===== src/rtl/core/sacl_pkg.sv =====
package sacl_pkg;

  // access kinds carried on in_tuser
  localparam int OP_W = 2;
  localparam logic [OP_W-1:0] OP_LOAD   = 2'd0;
  localparam logic [OP_W-1:0] OP_STORE  = 2'd1;
  localparam logic [OP_W-1:0] OP_MODIFY = 2'd2;

  localparam int ADDR_W = 64;
  localparam int CNT_W  = 32;
  localparam int OFS_W  = 4;
  localparam logic [OFS_W-1:0] OFS_RESET = 4'd4;

  // outcome of one lookup, passed from the lookup logic to the control
  typedef struct packed {
    logic hit;
    logic evicted;
  } look_t;

endpackage


===== src/rtl/core/sacl_ram.sv =====
module sacl_ram #(
  parameter int WIDTH = 8,
  parameter int DEPTH = 4
) (
  input  logic                                   clk,
  input  logic                                   wr_en,
  input  logic [((DEPTH > 1) ? $clog2(DEPTH) : 1)-1:0] wr_addr,
  input  logic [WIDTH-1:0]                       wr_data,
  input  logic                                   rd_en,
  input  logic [((DEPTH > 1) ? $clog2(DEPTH) : 1)-1:0] rd_addr,
  output logic [WIDTH-1:0]                       rd_data
);

  logic [WIDTH-1:0] mem [DEPTH];

  always_ff @(posedge clk) begin
    if (wr_en) begin
      mem[wr_addr] <= wr_data;
    end
    if (rd_en) begin
      rd_data <= mem[rd_addr];
    end
  end

endmodule


===== src/rtl/core/sacl_lookup.sv =====
module sacl_lookup #(
  parameter int WAYS  = 4,
  parameter int TAG_W = 62,
  parameter int RW    = 2
) (
  input  logic [WAYS*(1+RW+TAG_W)-1:0] row_i,
  input  logic [TAG_W-1:0]             tag_i,
  output logic [WAYS*(1+RW+TAG_W)-1:0] row_o,
  output sacl_pkg::look_t              look_o
);

  localparam int EW = 1 + RW + TAG_W;
  localparam int WI = (WAYS > 1) ? $clog2(WAYS) : 1;

  logic [WAYS-1:0]  vld;
  logic [WAYS-1:0]  hitv;
  logic [WAYS-1:0]  invv;
  logic [WAYS-1:0]  lruv;
  logic [RW-1:0]    rnk [WAYS];
  logic [TAG_W-1:0] tg  [WAYS];
  logic [WI-1:0]    hit_idx;
  logic [WI-1:0]    inv_idx;
  logic [WI-1:0]    lru_idx;
  logic [WI-1:0]    tgt;
  logic             hit;
  logic             tgt_v;
  logic [RW-1:0]    tgt_r;

  // unpack the set row and flag each way
  always_comb begin
    for (int w = 0; w < WAYS; w++) begin
      vld[w]  = row_i[w*EW + RW + TAG_W];
      rnk[w]  = row_i[w*EW + TAG_W +: RW];
      tg[w]   = row_i[w*EW +: TAG_W];
      hitv[w] = vld[w] && (tg[w] == tag_i);
      invv[w] = !vld[w];
      // a full set holds every rank once, so the oldest line has the top rank
      lruv[w] = (rnk[w] == RW'(WAYS - 1));
    end
  end

  // lowest way wins in each pick
  always_comb begin
    hit_idx = '0;
    inv_idx = '0;
    lru_idx = '0;
    for (int w = WAYS - 1; w >= 0; w--) begin
      if (hitv[w]) begin
        hit_idx = WI'(w);
      end
      if (invv[w]) begin
        inv_idx = WI'(w);
      end
      if (lruv[w]) begin
        lru_idx = WI'(w);
      end
    end
  end

  assign hit = |hitv;
  assign tgt = hit ? hit_idx : ((|invv) ? inv_idx : lru_idx);
  assign tgt_v = vld[tgt];
  assign tgt_r = rnk[tgt];

  assign look_o.hit     = hit;
  assign look_o.evicted = !hit && !(|invv);

  // target becomes most recent; valid lines younger than it age by one
  always_comb begin
    for (int w = 0; w < WAYS; w++) begin
      if (WI'(w) == tgt) begin
        row_o[w*EW +: EW] = {1'b1, {RW{1'b0}}, tag_i};
      end else if (vld[w] && (!tgt_v || (rnk[w] < tgt_r))) begin
        row_o[w*EW +: EW] = {vld[w], rnk[w] + RW'(1), tg[w]};
      end else begin
        row_o[w*EW +: EW] = {vld[w], rnk[w], tg[w]};
      end
    end
  end

endmodule


===== src/rtl/core/set_assoc_cache_lru_sim_core.sv =====
// set-associative cache model with true lru replacement
// input channel in_*: one memory access per transfer, kind on in_tuser
// (0 load, 1 store, 2 modify, 3 acts as a load), byte address on in_tdata
// result channel out_*: one result per access with hit and eviction flags
// and the running 32-bit hit, miss and eviction totals (wrapping)
// cfg_wr_en/cfg_wr_data: writes offset_bits, the number of address bits
// dropped below the set index; write only while no access is in flight
// every set lives in one row of a synchronous ram: valid, age rank and tag
// of each way; an access reads its row, updates it and writes it back
// the ram row is read on the input transfer; the updated row and the result
// are registered on commit, once the result slot is free
// an access is taken only in the idle state, so the next one waits for the
// ram read and the write-back of the same row
// reset: ram rows are cleared one per cycle, all 2**SET_BITS of them, with
// in_tready low; offset_bits returns to 4 and the totals to zero
// a stalled result stays in the output register; the next access can be
// taken meanwhile, but its write-back waits until the result slot frees
module set_assoc_cache_lru_sim_core #(
  parameter int SET_BITS = 2,
  parameter int WAYS     = 4
) (
  input  logic         clk,
  input  logic         rst_n,
  // configuration
  input  logic         cfg_wr_en,
  input  logic [3:0]   cfg_wr_data,   // offset_bits
  // access input
  input  logic         in_tvalid,
  output logic         in_tready,
  input  logic [63:0]  in_tdata,      // address[63:0]
  input  logic [1:0]   in_tuser,      // op[1:0]
  // result output
  output logic         out_tvalid,
  input  logic         out_tready,
  output logic [103:0] out_tdata      // hit, evicted, hits_total[31:0],
                                      // misses_total[31:0],
                                      // evictions_total[31:0], zero pad
);

  localparam int SETS  = 1 << SET_BITS;
  localparam int IDX_W = (SET_BITS > 0) ? SET_BITS : 1;
  localparam int TAG_W = sacl_pkg::ADDR_W - SET_BITS;
  localparam int RW    = (WAYS > 1) ? $clog2(WAYS) : 1;
  localparam int ROW_W = WAYS * (1 + RW + TAG_W);
  localparam int SH_W  = 6;

  // controller states
  localparam logic [1:0] S_CLEAR = 2'd0;
  localparam logic [1:0] S_IDLE  = 2'd1;
  localparam logic [1:0] S_LOOK  = 2'd2;

  logic [1:0]                    state_r, state_nxt;
  logic [IDX_W-1:0]              clr_idx_r, clr_idx_nxt;
  logic [sacl_pkg::OFS_W-1:0]    ofs_r;
  logic [sacl_pkg::OP_W-1:0]     op_r;
  logic [IDX_W-1:0]              set_r;
  logic [TAG_W-1:0]              tag_r;
  logic [sacl_pkg::CNT_W-1:0]    hits_r, misses_r, evicts_r;
  logic [sacl_pkg::CNT_W-1:0]    hits_nxt, misses_nxt, evicts_nxt;
  logic                          out_tvalid_r;
  logic [103:0]                  out_tdata_r;

  logic                          in_xfer;
  logic                          slot_free;
  logic                          commit;
  logic [sacl_pkg::ADDR_W-1:0]   addr_set_sh;
  logic [SH_W-1:0]               tag_sh;
  logic [IDX_W-1:0]              in_set;
  logic [TAG_W-1:0]              in_tag;
  logic                          ram_we;
  logic [IDX_W-1:0]              ram_waddr;
  logic [ROW_W-1:0]              ram_wdata;
  logic [ROW_W-1:0]              ram_rdata;
  logic [ROW_W-1:0]              row_upd;
  sacl_pkg::look_t               look;

  // split the address into set index and tag
  assign addr_set_sh = in_tdata >> ofs_r;
  assign tag_sh      = SH_W'(ofs_r) + SH_W'(SET_BITS);
  assign in_set      = IDX_W'(addr_set_sh) & IDX_W'(SETS - 1);
  assign in_tag      = TAG_W'(in_tdata >> tag_sh);

  assign in_tready = (state_r == S_IDLE);
  assign in_xfer   = in_tvalid && in_tready;
  assign slot_free = !out_tvalid_r || out_tready;
  assign commit    = (state_r == S_LOOK) && slot_free;

  // row memory: one row per set; read on the input transfer, written on commit and while clearing
  assign ram_we    = (state_r == S_CLEAR) || commit;
  assign ram_waddr = (state_r == S_CLEAR) ? clr_idx_r : set_r;
  assign ram_wdata = (state_r == S_CLEAR) ? '0 : row_upd;

  sacl_ram #(
    .WIDTH (ROW_W),
    .DEPTH (SETS)
  ) u_rows (
    .clk     (clk),
    .wr_en   (ram_we),
    .wr_addr (ram_waddr),
    .wr_data (ram_wdata),
    .rd_en   (in_xfer),
    .rd_addr (in_set),
    .rd_data (ram_rdata)
  );

  sacl_lookup #(
    .WAYS  (WAYS),
    .TAG_W (TAG_W),
    .RW    (RW)
  ) u_lookup (
    .row_i  (ram_rdata),
    .tag_i  (tag_r),
    .row_o  (row_upd),
    .look_o (look)
  );

  // totals; the second half of a modify always hits
  always_comb begin
    hits_nxt   = hits_r + sacl_pkg::CNT_W'(look.hit)
               + sacl_pkg::CNT_W'(op_r == sacl_pkg::OP_MODIFY);
    misses_nxt = misses_r + sacl_pkg::CNT_W'(!look.hit);
    evicts_nxt = evicts_r + sacl_pkg::CNT_W'(look.evicted);
  end

  always_comb begin
    state_nxt   = state_r;
    clr_idx_nxt = clr_idx_r;
    unique case (state_r)
      S_CLEAR: begin
        clr_idx_nxt = clr_idx_r + IDX_W'(1);
        if (clr_idx_r == IDX_W'(SETS - 1)) begin
          state_nxt = S_IDLE;
        end
      end
      S_IDLE: begin
        if (in_xfer) begin
          state_nxt = S_LOOK;
        end
      end
      S_LOOK: begin
        if (slot_free) begin
          state_nxt = S_IDLE;
        end
      end
      default: begin
        state_nxt = S_CLEAR;
      end
    endcase
  end

  always_ff @(posedge clk) begin
    if (!rst_n) begin
      state_r      <= S_CLEAR;
      clr_idx_r    <= '0;
      ofs_r        <= sacl_pkg::OFS_RESET;
      hits_r       <= '0;
      misses_r     <= '0;
      evicts_r     <= '0;
      out_tvalid_r <= 1'b0;
    end else begin
      state_r   <= state_nxt;
      clr_idx_r <= clr_idx_nxt;
      if (cfg_wr_en) begin
        ofs_r <= cfg_wr_data;
      end
      if (commit) begin
        hits_r       <= hits_nxt;
        misses_r     <= misses_nxt;
        evicts_r     <= evicts_nxt;
        out_tvalid_r <= 1'b1;
      end else if (out_tready) begin
        out_tvalid_r <= 1'b0;
      end
    end
  end

  // access payload and result payload
  always_ff @(posedge clk) begin
    if (in_xfer) begin
      op_r  <= in_tuser;
      set_r <= in_set;
      tag_r <= in_tag;
    end
    if (commit) begin
      out_tdata_r <= {6'd0, evicts_nxt, misses_nxt, hits_nxt, look.evicted, look.hit};
    end
  end

  assign out_tvalid = out_tvalid_r;
  assign out_tdata  = out_tdata_r;

endmodule

===== config.mk =====
export PLATFORM = sky130hd
export DESIGN_NAME = set_assoc_cache_lru_sim_core
export DESIGN_NICKNAME = d
export VERILOG_FILES = /design/src/rtl/core/sacl_pkg.sv /design/src/rtl/core/sacl_ram.sv /design/src/rtl/core/sacl_lookup.sv /design/src/rtl/core/set_assoc_cache_lru_sim_core.sv
export SDC_FILE = /design/constraint.sdc
export NUM_CORES = 2
export LEC_CHECK = 0
export BUFFER_PORTS_ARGS = -buffer_cell sky130_fd_sc_hd__buf_2
export CAP_MARGIN = 15
export CORE_UTILIZATION = 45
export DETAILED_ROUTE_END_ITERATION = 10
export PLACE_DENSITY = 0.68
export SLEW_MARGIN = 30
export SYNTH_ARGS = -nofsm -noshare
export SYNTH_HDL_FRONTEND = slang
export SYNTH_HIERARCHICAL = 1
export SYNTH_SLANG_ARGS = --single-unit

===== constraint.sdc =====
create_clock -name clk -period 64.9 [get_ports clk]
set_input_delay 3.245 -clock clk [delete_from_list [all_inputs] [get_ports clk]]
set_output_delay 3.245 -clock clk [all_outputs]
set_load 0.1 [all_outputs]

-- Word-level counts from Yosys, hierarchy flattened
Memory sizes are Yosys's and may differ from the RTL's. A register that Yosys moved wholly into a read port is not among the register bits.
Index checks and enable logic that the tools add are counted.
- output and inout port bits: 106
- RAM bits: 1040
- input bits: 75
- memories kept: 1
- flip-flop bits (word level): 269
- $lt $le $gt $ge: 6
- eq/ne operators: 18
- reduce and logical (&&, ||, !) cells: 31
- add/subtract/negate cells: 10
- bitwise gates (word level): 1
- multiplexer cells: 37
- shift-type cells: 2
- memory list (memory ; depth ; width ; rd ports ; clocked after memory_dff ; wr ports ; line ; text):
    u_rows.mem ; 4 ; 260 ; 1 ; 1 ; 1 ; sacl_ram.sv:14 ; logic [WIDTH-1:0] mem [DEPTH];
- operator list (kind ; number):
    $mux 260 ; 1
    $mux 65 ; 4
    $mux 64 ; 4
    $eq 62x62->1 ; 4
    $add 32x1->32 ; 4
    $shr 64x4->2 ; 1
    $shr 64x5->62 ; 1
    $mux 2 ; 20
    $eq 2x2->1 const B ; 7
    $logic_and 1x1->1 ; 11
    $add 2x1->2 const B ; 5
    $logic_not 1->1 ; 8
    $lt 2x2->1 ; 4
    $reduce_or 4->1 ; 2
    $logic_or 1x1->1 ; 6
    $pmux 2 s3 ; 1
    $add 4x2->5 const B ; 1
    $mux 1 ; 5
    $bmux 2 s2 ; 1
    $eq 2x2->1 const A ; 2
    $logic_not 2->1 ; 2
    $ne 2x1->1 const B ; 2
    $ge 3x3->1 const B ; 1
    $lt 2x3->1 const B ; 1
    other kinds (7) ; 7

-- Longest topological paths before layout
- word-level depth: 17
- mapped depth: 18

-- By module
The synthesis kept the hierarchy.
- modules (own cells, without submodules) (module ; cells each ; area each (µm²) ; times used):
    sacl_ram ; 1622 ; 45348.5 ; 1
    set_assoc_cache_lru_sim_core ; 1574 ; 15771.4 ; 1
    sacl_lookup ; 1001 ; 6631.4 ; 1

-- Worst setup path after synthesis
OpenSTA, ideal clock, no wires.
- path type: in2reg
- start: input out_tready
- end: memory u_rows/mem[0][0] in the netlist's numbering (enable)
- cell stages on the path: 3
- arrival: 22.368 ns
- path buffers: 0
- required time: 63.648 ns
- path slack: 41.279 ns
- cell sequence: nor2b_1 -> a21oi_1 -> nor3b_1
- word-level cells in the longest chain between the ends: 5
- ends and longest elaborated chain (item ; line ; text):
    from (decl) ; set_assoc_cache_lru_sim_core.sv:34 ; input logic out_tready,
    $logic_or 1x1->1 ; set_assoc_cache_lru_sim_core.sv:85 ; assign slot_free = !out_tvalid_r || out_tready;
    $logic_and 1x1->1 ; set_assoc_cache_lru_sim_core.sv:86 ; assign commit = (state_r == S_LOOK) && slot_free;
    $logic_or 1x1->1 ; set_assoc_cache_lru_sim_core.sv:89 ; assign ram_we = (state_r == S_CLEAR) || commit;
    via ram_we ; set_assoc_cache_lru_sim_core.sv:70 ; logic ram_we;
    $mux 1 ; sacl_ram.sv:17 ; if (wr_en) begin
    $mux 1 (implied by the code) ; sacl_ram.sv:18 ; mem[wr_addr] <= wr_data;
    to (decl) ; sacl_ram.sv:14 ;
The timed path passes the listed nets, and every way through them passes these cells.

-- Final worst setup path
- start: input in_tdata[11]
- end: register u_rows.rd_data[163], read port of u_rows.mem (data pin)
- word-level cells in the longest chain between the ends: 1
- ends and longest elaborated chain (item ; line ; text):
    from (decl) ; set_assoc_cache_lru_sim_core.sv:30 ; input logic [63:0] in_tdata,
    $shr 64x4->2 ; set_assoc_cache_lru_sim_core.sv:78 ; assign addr_set_sh = in_tdata >> ofs_r;
    via addr_set_sh (one bit) ; set_assoc_cache_lru_sim_core.sv:66 ; logic [sacl_pkg::ADDR_W-1:0] addr_set_sh;
    to (decl) ; sacl_ram.sv:11 ; output logic [WIDTH-1:0] rd_data
The timed path passes the listed nets, and every way through them passes these cells.
A chain may end at the register's enable or synchronous reset.

==> impl_summary.log <==
INFO  metric globalRouteOverflowTotal = 0
INFO  metric mostFrequentLayoutCell = sky130_fd_sc_hd__edfxtp_1
INFO  metric boundary_pin_count = 181
INFO  metric clkTransAtPathRegs = around 0.06 ns
INFO  metric dr.first_iter.drc_count = between 3000 and 4000
INFO  metric grt_start_max_net_pins = between 150 and 200
INFO  metric critical_path.max_stage_delay = around 0.83 ns
INFO  metric ys.warnings.count = 6
INFO  metric antenna_found_initial = 1
INFO  metric tritoncts.num_buffers = 156
INFO  metric post_route_wl = 162000 µm
INFO  metric min_period = 6.42 ns
INFO  metric synth_seq_area_share = 68.0%
INFO  metric fin_nets = 4417
INFO  metric min_period_over_period = 9.90%
INFO  metric post_route_design_area = between 0.07 and 0.08 mm²
INFO  metric critical_path_arrival = 6.93 ns
INFO  metric ant_nets = 0
INFO  metric reg2reg_slack = 58.64 ns
INFO  metric cap_viol_max_count = 0
INFO  metric firstDrtPassIters = 6
INFO  metric area_growth_syn_to_layout = 11.5%
INFO  metric floorplan.die.height = 390 µm
INFO  metric ctsHoldBuffers = 0
INFO  metric filler_cell_count = 12400
INFO  metric floorplan.rows = 142
INFO  metric drive_gt1_share = 21.3%
INFO  metric most-common-layout-cells = 1464 x sky130_fd_sc_hd__edfxtp_1, 335 x sky130_fd_sc_hd__nand2_1, 314 x sky130_fd_sc_hd__mux4_2, 284 x sky130_fd_sc_hd__nor2b_1, 174 x sky130_fd_sc_hd__buf_2
INFO  metric dpl_worst_slack = approximately 57 ns
INFO  metric clock_skews = 0.0308 ns
INFO  metric global_route_wire_length_before_repair = 240000 µm
INFO  metric viasPerCell = 5.75
INFO  metric max_freq = 156 MHz
INFO  metric gpl.final_weighted_congestion = between 0.8 and 0.9
INFO  metric portBuffers = between 150 and 200
INFO  metric setup.worst_path.class = in -> reg
INFO  metric syn-cell-area = 0.0678 mm²
INFO  metric dominantRegCellSynth = sky130_fd_sc_hd__edfxtp_1
INFO  metric core = 0.150 mm²
INFO  metric drc_errors = 0
INFO  metric max-clock-path-buffers = 3
INFO  metric report.final.hold_viol_count = 0
INFO  metric slew_viol_final = 0
INFO  metric dr_total_vias = 37200
INFO  metric power_per_cell_area = around 40 mW/mm²
INFO  metric utilization = 50.5%
INFO  metric worstSetupEndpointType = register
INFO  metric num_antenna_cells = 0
INFO  metric clock_sink_count = 1569
INFO  metric dpl.hpwl = 98100 µm
INFO  metric worst_hold_slack = roughly 0.46 ns
INFO  metric tritoncts = built
INFO  metric cp_slowest_cell = sky130_fd_sc_hd__buf_4
INFO  metric die_footprint = 0.152 mm²
INFO  metric crit_fanout = 89
INFO  metric setup_repair_after_global_routing_missed_its_margin = false
INFO  metric worst_setup_path_start_kind = input pin
INFO  metric critical_path.cell_chain = buf_2 -> mux2_2 -> mux2i_1 -> o21ai_0 -> nand2_1 -> o21ai_4 -> buf_6 -> buf_4 -> buf_12 -> mux4_2
INFO  metric setup_total_negative_slack = 0 ns
INFO  metric wl_per_cell = 25.0 µm
INFO  metric placed_cells = ~6200
INFO  metric p_leak = 25.1 nW
INFO  metric run_status = finished, final reports clean
INFO  metric number_of_synthesized_register_bits = 1569
INFO  metric chipWidth = 390 µm
INFO  metric timing.final.setup_violations = 0
INFO  metric cts-root-buf = sky130_fd_sc_hd__clkbuf_16
INFO  metric cts.htree.levels = 4
INFO  metric first_global_vias = 36600
INFO  metric max-slew-margin-rel = 29.8%
INFO  metric timing_worst_slew_pin_value = 1.05 ns
INFO  metric fin_total_pwr = 3.05 mW
INFO  metric hold_class = reg -> reg
INFO  metric postCtsResizedCells = 0
INFO  metric starting_density_of_the_core = between 40% and 50%
INFO  metric setup_slack = 58.48 ns
INFO  metric instances_no_fill = 6469
INFO  metric cp_data_required_time = 65.40 ns
INFO  metric vdd_ir_drop_max = 34.9 µV
INFO  metric worst_skew_pair.late_latency = 0.80 ns
INFO  metric synth.lib_cells_used.distinct = 91
INFO  metric synth_async_sr_flop_share = 0%
INFO  metric post_cts.repair.setup_buffers = 0
INFO  metric synth_edf_count = 1464
INFO  metric syn_avg_cell_area = 16.1 µm²
INFO  metric gr-usage-all-layers = 21.2%
INFO  metric postSynthCellCount = 4197
INFO  metric dpl-instance-area = 0.0705 mm²
==> final timing paths <==
path | startpoint | to | cells past startpoint
worst max-delay path | in_tdata[11] | u_rows/rd_data[163] | 10
worst min-delay path | evicts_r[0] | evicts_r[0] | 2
worst max register to register | tag_r[38] | hits_r[30] | 15
worst min register to register | evicts_r[0] | evicts_r[0] | 2
==> worst max-delay path, delay by kind of cell <==
| family | cells | cell delay (ns) |
|---|---|---|
| multiplexers | 3 | 0.85 |
| buffers and inverters | 4 | 2.05 |
| AO/OA/AOI/OAI | 2 | 0.35 |
| AND/OR/NAND/NOR | 1 | 0.13 |
==> cell type report <==
cell class	count	area, µm²	share of cell area [%]
Clock inverter	82	748	0.990
Timing Repair Buffer	238	1540	2.04
Clock buffer	198	4210	5.57
Tap cell	2016	2520	3.34
Sequential cell	1569	46100	61.0
Multi-Input combinational cell	2299	20200	26.7
Inverter	67	255	0.338
==> sequential cells by signal, summed over array words and instances, names as in the netlist, 4 cells and up <==
register	count
misses_r	32
out_tdata	98
tag_r	62
u_rows/rd_data	260
u_rows/mem	1040
evicts_r	32
ofs_r	4
hits_r	32
==> cell usage after synthesis (63+ instances only) <==
master | number | share of area (%)
sky130_fd_sc_hd__mux4_2 | 314 | 10
sky130_fd_sc_hd__mux2_2 | 125 | 2.1
sky130_fd_sc_hd__dfxtp_1 | 105 | 3.1
sky130_fd_sc_hd__nand4_1 | 87 | 0.80
sky130_fd_sc_hd__xor2_1 | 162 | 2.1
sky130_fd_sc_hd__edfxtp_1 | 1464 | 65
sky130_fd_sc_hd__xnor2_1 | 170 | 2.2
sky130_fd_sc_hd__clkbuf_1 | 124 | 0.69
sky130_fd_sc_hd__buf_2 | 91 | 0.67
sky130_fd_sc_hd__inv_1 | 63 | 0.35
sky130_fd_sc_hd__o21ai_0 | 138 | 1.0
sky130_fd_sc_hd__nand2_1 | 335 | 1.9
sky130_fd_sc_hd__nand3_1 | 64 | 0.47
sky130_fd_sc_hd__nor2_1 | 148 | 0.82
sky130_fd_sc_hd__nor2b_1 | 285 | 2.6
==> where the power goes <==
part / internal [mW] / total (mW) / switching (mW) / leakage, nW
Combinational: 0.201 / 0.582 / 0.381 / 7.93
Clock: 0.510 / 0.886 / 0.376 / 2.41
Sequential: 1.50 / 1.59 / 0.0824 / 14.7
==> metal layers <==
| layer | track usage (%) | share of wire (%) | vias to the layer above |
|---|---|---|---|
| li1 | - | - | 16300 |
| met4 | 8.36 | 3.6 | 0 |
| met1 | 29.8 | 42 | 19000 |
| met5 | 0 | 0 | - |
| met3 | 3.61 | 7.6 | 271 |
| met2 | 33.2 | 47 | 1533 |
==> logic make-up (layout without fill, tap and decap cells) <==
group	count (synthesis)	after routing	synth area share [%]
compound gates	331	331	3.08
xor+xnor	332	332	4.29
fa+ha+maj	11	11	0.214
buf+inv	334	585	2.38
flops	1569	1569	68.0
mux	469	469	13.0
other cells	1	6	0.00553
simple gates	1150	1150	9.07
Power figures use the tool's default switching activity.
